[config.mk]
export PLATFORM = sky130hd
export DESIGN_NAME = ddwm_div
export DESIGN_NICKNAME = d
export VERILOG_FILES = /design/src/rtl/ddwm_pkg.sv /design/src/rtl/ddwm_div.sv
export SDC_FILE = /design/constraint.sdc
export NUM_CORES = 2
export LEC_CHECK = 0
export BUFFER_PORTS_ARGS = -buffer_cell sky130_fd_sc_hd__buf_2
export CORE_MARGIN = 3
export CORE_UTILIZATION = 40
export CTS_CLUSTER_DIAMETER = 150
export DETAILED_ROUTE_END_ITERATION = 10
export SLEW_MARGIN = 20
export SYNTH_ARGS = -nofsm -noshare
export SYNTH_HDL_FRONTEND = slang
export SYNTH_SLANG_ARGS = --single-unit
[constraint.sdc]
create_clock -name clk -period 25.2 [get_ports clk]
set_clock_uncertainty 0.05 [all_clocks]
set_input_delay 2.52 -clock clk [delete_from_list [all_inputs] [get_ports clk]]
set_output_delay 2.52 -clock clk [all_outputs]
set_load 0.02 [all_outputs]
[src/rtl/ddwm_pkg.sv]
// types and constants of the differential drive wheel mixer
package ddwm_pkg;

    localparam int SPEED_W   = 16;
    localparam int TRACK_W   = 16;
    localparam int MAX_W     = 15;
    localparam int CFG_IDX_W = 2;
    localparam int CFG_W     = 16;

    typedef enum logic [CFG_IDX_W-1:0] {
        CFG_TRACK_WIDTH     = 2'd0,
        CFG_MAX_WHEEL_SPEED = 2'd1
    } cfg_index_t;

    typedef struct packed {
        logic signed [SPEED_W-1:0] linear_speed;
        logic signed [SPEED_W-1:0] angular_rate;
    } cmd_t;

    typedef struct packed {
        logic signed [SPEED_W-1:0] left_speed;
        logic signed [SPEED_W-1:0] right_speed;
        logic                      was_scaled;
    } wheel_t;

    typedef struct packed {
        logic               sign_l;
        logic               sign_r;
        logic               scaled;
        logic [SPEED_W-1:0] base_l;
        logic [SPEED_W-1:0] base_r;
    } side_t;

endpackage

[src/rtl/ddwm_div.sv]
// pipelined two-lane restoring divider, one quotient bit per stage
module ddwm_div
    import ddwm_pkg::*;
#(
    parameter int NUM_W = 49,
    parameter int DEN_W = 34,
    parameter int Q_W   = 15
) (
    input  logic             clk,
    input  logic             rst_n,
    input  logic             in_valid,
    output logic             in_ready,
    input  logic [NUM_W-1:0] in_num_l,
    input  logic [NUM_W-1:0] in_num_r,
    input  logic [DEN_W-1:0] in_den,
    input  side_t            in_side,
    output logic             out_valid,
    input  logic             out_ready,
    output logic [Q_W-1:0]   out_q_l,
    output logic [Q_W-1:0]   out_q_r,
    output side_t            out_side
);

    logic             v_reg   [Q_W];
    logic [NUM_W-1:0] nl_reg  [Q_W];
    logic [NUM_W-1:0] nr_reg  [Q_W];
    logic [DEN_W-1:0] den_reg [Q_W];
    logic [Q_W-1:0]   ql_reg  [Q_W];
    logic [Q_W-1:0]   qr_reg  [Q_W];
    side_t            side_reg[Q_W];

    logic             v_src   [Q_W];
    logic [NUM_W-1:0] nl_src  [Q_W];
    logic [NUM_W-1:0] nr_src  [Q_W];
    logic [DEN_W-1:0] den_src [Q_W];
    logic [Q_W-1:0]   ql_src  [Q_W];
    logic [Q_W-1:0]   qr_src  [Q_W];
    side_t            side_src[Q_W];

    logic [NUM_W-1:0] nl_next [Q_W];
    logic [NUM_W-1:0] nr_next [Q_W];
    logic [Q_W-1:0]   ql_next [Q_W];
    logic [Q_W-1:0]   qr_next [Q_W];

    logic [Q_W:0]     en_chain;

    // a stage moves when it is empty or the one after it moves
    always_comb
    begin
        en_chain[Q_W] = out_ready;
        for (int k = Q_W - 1; k >= 0; k--)
        begin
            en_chain[k] = !v_reg[k] || en_chain[k+1];
        end
    end

    always_comb
    begin
        v_src[0]    = in_valid;
        nl_src[0]   = in_num_l;
        nr_src[0]   = in_num_r;
        den_src[0]  = in_den;
        ql_src[0]   = '0;
        qr_src[0]   = '0;
        side_src[0] = in_side;
        for (int k = 1; k < Q_W; k++)
        begin
            v_src[k]    = v_reg[k-1];
            nl_src[k]   = nl_reg[k-1];
            nr_src[k]   = nr_reg[k-1];
            den_src[k]  = den_reg[k-1];
            ql_src[k]   = ql_reg[k-1];
            qr_src[k]   = qr_reg[k-1];
            side_src[k] = side_reg[k-1];
        end
    end

    // stage k settles quotient bit Q_W-1-k against the shifted divisor
    always_comb
    begin
        logic [NUM_W:0] dsh;
        logic           bit_l;
        logic           bit_r;
        for (int k = 0; k < Q_W; k++)
        begin
            dsh        = (NUM_W + 1)'(den_src[k]) << (Q_W - 1 - k);
            bit_l      = {1'b0, nl_src[k]} >= dsh;
            bit_r      = {1'b0, nr_src[k]} >= dsh;
            nl_next[k] = bit_l ? nl_src[k] - dsh[NUM_W-1:0] : nl_src[k];
            nr_next[k] = bit_r ? nr_src[k] - dsh[NUM_W-1:0] : nr_src[k];
            ql_next[k] = {ql_src[k][Q_W-2:0], bit_l};
            qr_next[k] = {qr_src[k][Q_W-2:0], bit_r};
        end
    end

    always_ff @(posedge clk or negedge rst_n)
    begin
        if (!rst_n)
        begin
            for (int k = 0; k < Q_W; k++)
            begin
                v_reg[k] <= 1'b0;
            end
        end
        else
        begin
            for (int k = 0; k < Q_W; k++)
            begin
                if (en_chain[k])
                begin
                    v_reg[k] <= v_src[k];
                end
            end
        end
    end

    always_ff @(posedge clk)
    begin
        for (int k = 0; k < Q_W; k++)
        begin
            if (en_chain[k] && v_src[k])
            begin
                nl_reg[k]   <= nl_next[k];
                nr_reg[k]   <= nr_next[k];
                den_reg[k]  <= den_src[k];
                ql_reg[k]   <= ql_next[k];
                qr_reg[k]   <= qr_next[k];
                side_reg[k] <= side_src[k];
            end
        end
    end

    assign in_ready  = en_chain[0];
    assign out_valid = v_reg[Q_W-1];
    assign out_q_l   = ql_reg[Q_W-1];
    assign out_q_r   = qr_reg[Q_W-1];
    assign out_side  = side_reg[Q_W-1];

endmodule

==> results.yml <==
placement:
  io_buffers: 237
  gp_congestion: 0.9768
  hpwl_um: 307500
cts:
  clock_sinks: 2628
  clock_path_buffers: 4
  cts_tree: "done"
  htree_levels: 5
  ctsHoldBuffers: 0
  clk_pin_slew_ps: 60
  root_buffer: "clkbuf_16"
  cts_made_buffers: 300
  cts_resized: 0
  post_cts_buffers: 0
  clk_latency_ps: 920
run:
  cap_viol_max_count: 0
cells_and_area:
  area_growth_syn_to_layout_pct: 11.38
  drive_above_1_share_pct: 8.366
  nNetsFinal: 14620
  fillers: 33980
status:
  outcome: "finished, final reports clean"
timing:
  hold_violations: 0
  max_freq_ghz: 0.1342
  setup_viol: 0
  finalSetupTns_ps: 0
  relSlewSlack_pct: 19.85
  worstMarginPinSlew_ps: 1191
  slew_viol_final: 0
  rsz0062_at_grt: "false"
  period_share_pct: 29.56
  holdWs_ps: 355.5
  finalCriticalPeriod_ps: 7449
route:
  drtPass1Iterations: 8
  wl_per_cell_um: 20.90
  viasPerCell: 5.324
  antenna_left: 0
  drc: 0
  drtIter0Drc: 5914
  dr_total_vias: 98360
  drt_wl_total_um: 386200
setup_path:
  r2r_slack_ps: 20080
  critPathKind: "primary input to output pin"
  cp-end-kind: "output pin"
  reg2reg_depth: 12
  critPathArrivalTime_ps: 4880
  worst-path-max-fanout: 5
  required_ps: 22630
  cp-start-kind: "primary input"
  rr_startpoint: "den_reg[0][35]"
  reg2reg_to: "nl_reg[0][115]"
power:
  power.switching_mw: 7.978
  power_leakage_nw: 63.42
  swShare_pct: 38.12
  peakVddDrop_mv: 0.05515
  comb_power_share_pct: 43.0
  power_frac_seq_pct: 35.9
  power-per-cell-area_nw_per_um2: 127.7
  clkPwrFrac_pct: 21.1
  p_int_mw: 12.95
floorplan:
  rows: 222
  coreArea_um2: 366100
  start_util_pct: 40.19
  dieWidth_um: 612.5
  die_area_um2: 375200
  io-pin-count: 238
  die_h_um: 612.5
synth:
  synth_compound_area_share_pct: 15.31
  synth_seq_cells: 2628
  synth_adder_area_share_pct: 9.054
  async_flop_share_pct: 0.5708
  netlist_instances: 13160
  avgSynthCellArea_um2: 11.18
  yosysSeqAreaShare_pct: 53.58
  synth-simple-area-share_pct: 11.58
  yosysWarnings: 0
  netlist_top_cells_count: "edfxtp_1, a21oi_1, ha_1, nor2_1, nand2_1"
  yosysTopAreaCellShare_pct: 53.33
  synth_area_leader_cell: "edfxtp_1"
  synth_area_leaders: "edfxtp_1, ha_1, a21oi_1, xnor2_1, a21o_1"
  yosysUniqueCellTypes: 114
  synth_edf_count: 2613
  synthMuxAreaShare_pct: 1.366
  synth-main-ff-cell: "edfxtp_1"
  syn_area_um2: 147100
  synth_top_family_by_area: "compound AO/OA/AOI/OAI gates"
  synth_xor_area_share_pct: 5.964
  synth_nets: 14380
  yosysMostFrequentCell: "edfxtp_1"
global_route:
  grt_pass1_wl_um: 583700
  globalRouteTotalUtil_pct: 20.16
  grt_pass1_vias: 99490
  grt_overflow: 0
  grt_max_degree: 125
  antenna_found_initial: 8
worst_hold_path:
  whs_path_depth: 0
  worstHoldStart: "side_reg[0][7]"
  min_to: "side_reg[0][42]"
  worstHoldPathType: "register to register"
[worst max path at each step]
| stage | slack (ps) | endpoint | startpoint | depth (start not counted) |
|---|---|---|---|---|
| finish | 17750 | in_ready | out_ready | 10 |
| global route | 17490 | in_ready | out_ready | 10 |
| CTS | 17720 | in_ready | out_ready | 10 |
| detailed placement | 17730 | in_ready | out_ready | 10 |
| global placement | 17750 | in_ready | out_ready | 10 |
| floorplan | 13250 | den_reg[1][100] | out_ready | 4 |
[cell families after synthesis]
kind of cell,after synthesis
AOI/OAI and AO/OA,3614
and+or+nand+nor,3511
DFF,2628
buffers and inverters,1173
adders and majority gates,1048
xor gates and xnor gates,1002
muxes,180
[cell type report]
class	instances	area, µm²	area share [%]
antenna	8	20.02	0.01222
inverter	787	2954	1.802
sequential	2628	78840	48.11
tap	4816	6026	3.677
multi-input combinational	9355	63970	39.04
timing repair buffer	332	1949	1.189
clock buffer	349	7755	4.732
clock inverter	200	2370	1.446
[critical path: stages]
cell and delay, ps:
buf_2 100, nor2b_1 340, nand3_1 210, nor2_1 360, nand3_1 200, nor2_1 300, and3_1 300, and3_1 180
nand3_1 160, buf_2 210
[cell usage in the layout, fill, tap and decap left out, types with 106 or more instances in the layout]
cell type,n
a21oi_1,1245
o21a_1,138
nor3_1,184
edfxtp_1,2613
ha_1,1020
nor2b_1,160
o21bai_1,106
o21ai_0,804
mux2_2,167
inv_1,783
xor2_1,420
buf_2,237
nand4_1,191
nor2_1,973
nand2_1,966
clkbuf_16,303
xnor2_1,582
nand3_1,250
a21o_1,578
nand2b_1,195
[power by group through the flow]
stage | registers (mW) | logic (mW) | clock network [mW]
3_5_place_dp | 7.59 | 8.92 | 0
5_1_grt | 7.64 | 10.0 | 4.73
3_3_place_gp | 7.59 | 8.91 | 0
2_1_floorplan | 7.30 | 6.71 | 0
6_report | 7.52 | 9.00 | 4.41
4_1_cts | 7.51 | 8.97 | 4.55
[stage by stage]
step | cell area, µm² | utilization [%] | power, mW | setup WS (ps) | std cells
after detailed placement | 153700 | 42.00 | 16.52 | 17730 | 17920
final | 163900 | 44.77 | 20.93 | 17750 | 18480
after global routing | 163900 | 44.76 | 22.37 | 17490 | 18470
after CTS | 163900 | 44.76 | 21.04 | 17720 | 18470
after global placement | 153700 | 42.00 | 16.51 | 17750 | 17920
after floorplan | 147100 | - | 14.01 | 13250 | 13160
[per-layer routing]
| layer | vias up | routed length (µm) | global-route usage [%] |
|---|---|---|---|
| met1 | 46220 | 152600 | 22.50 |
| met3 | 817 | 10110 | 1.677 |
| met2 | 1921 | 198600 | 37.45 |
| li1 | 49400 | - | - |
| met4 | 0 | 24910 | 11.60 |
| met5 | - | 0 | 0 |
No activity file was read; power rests on OpenSTA's default activity.
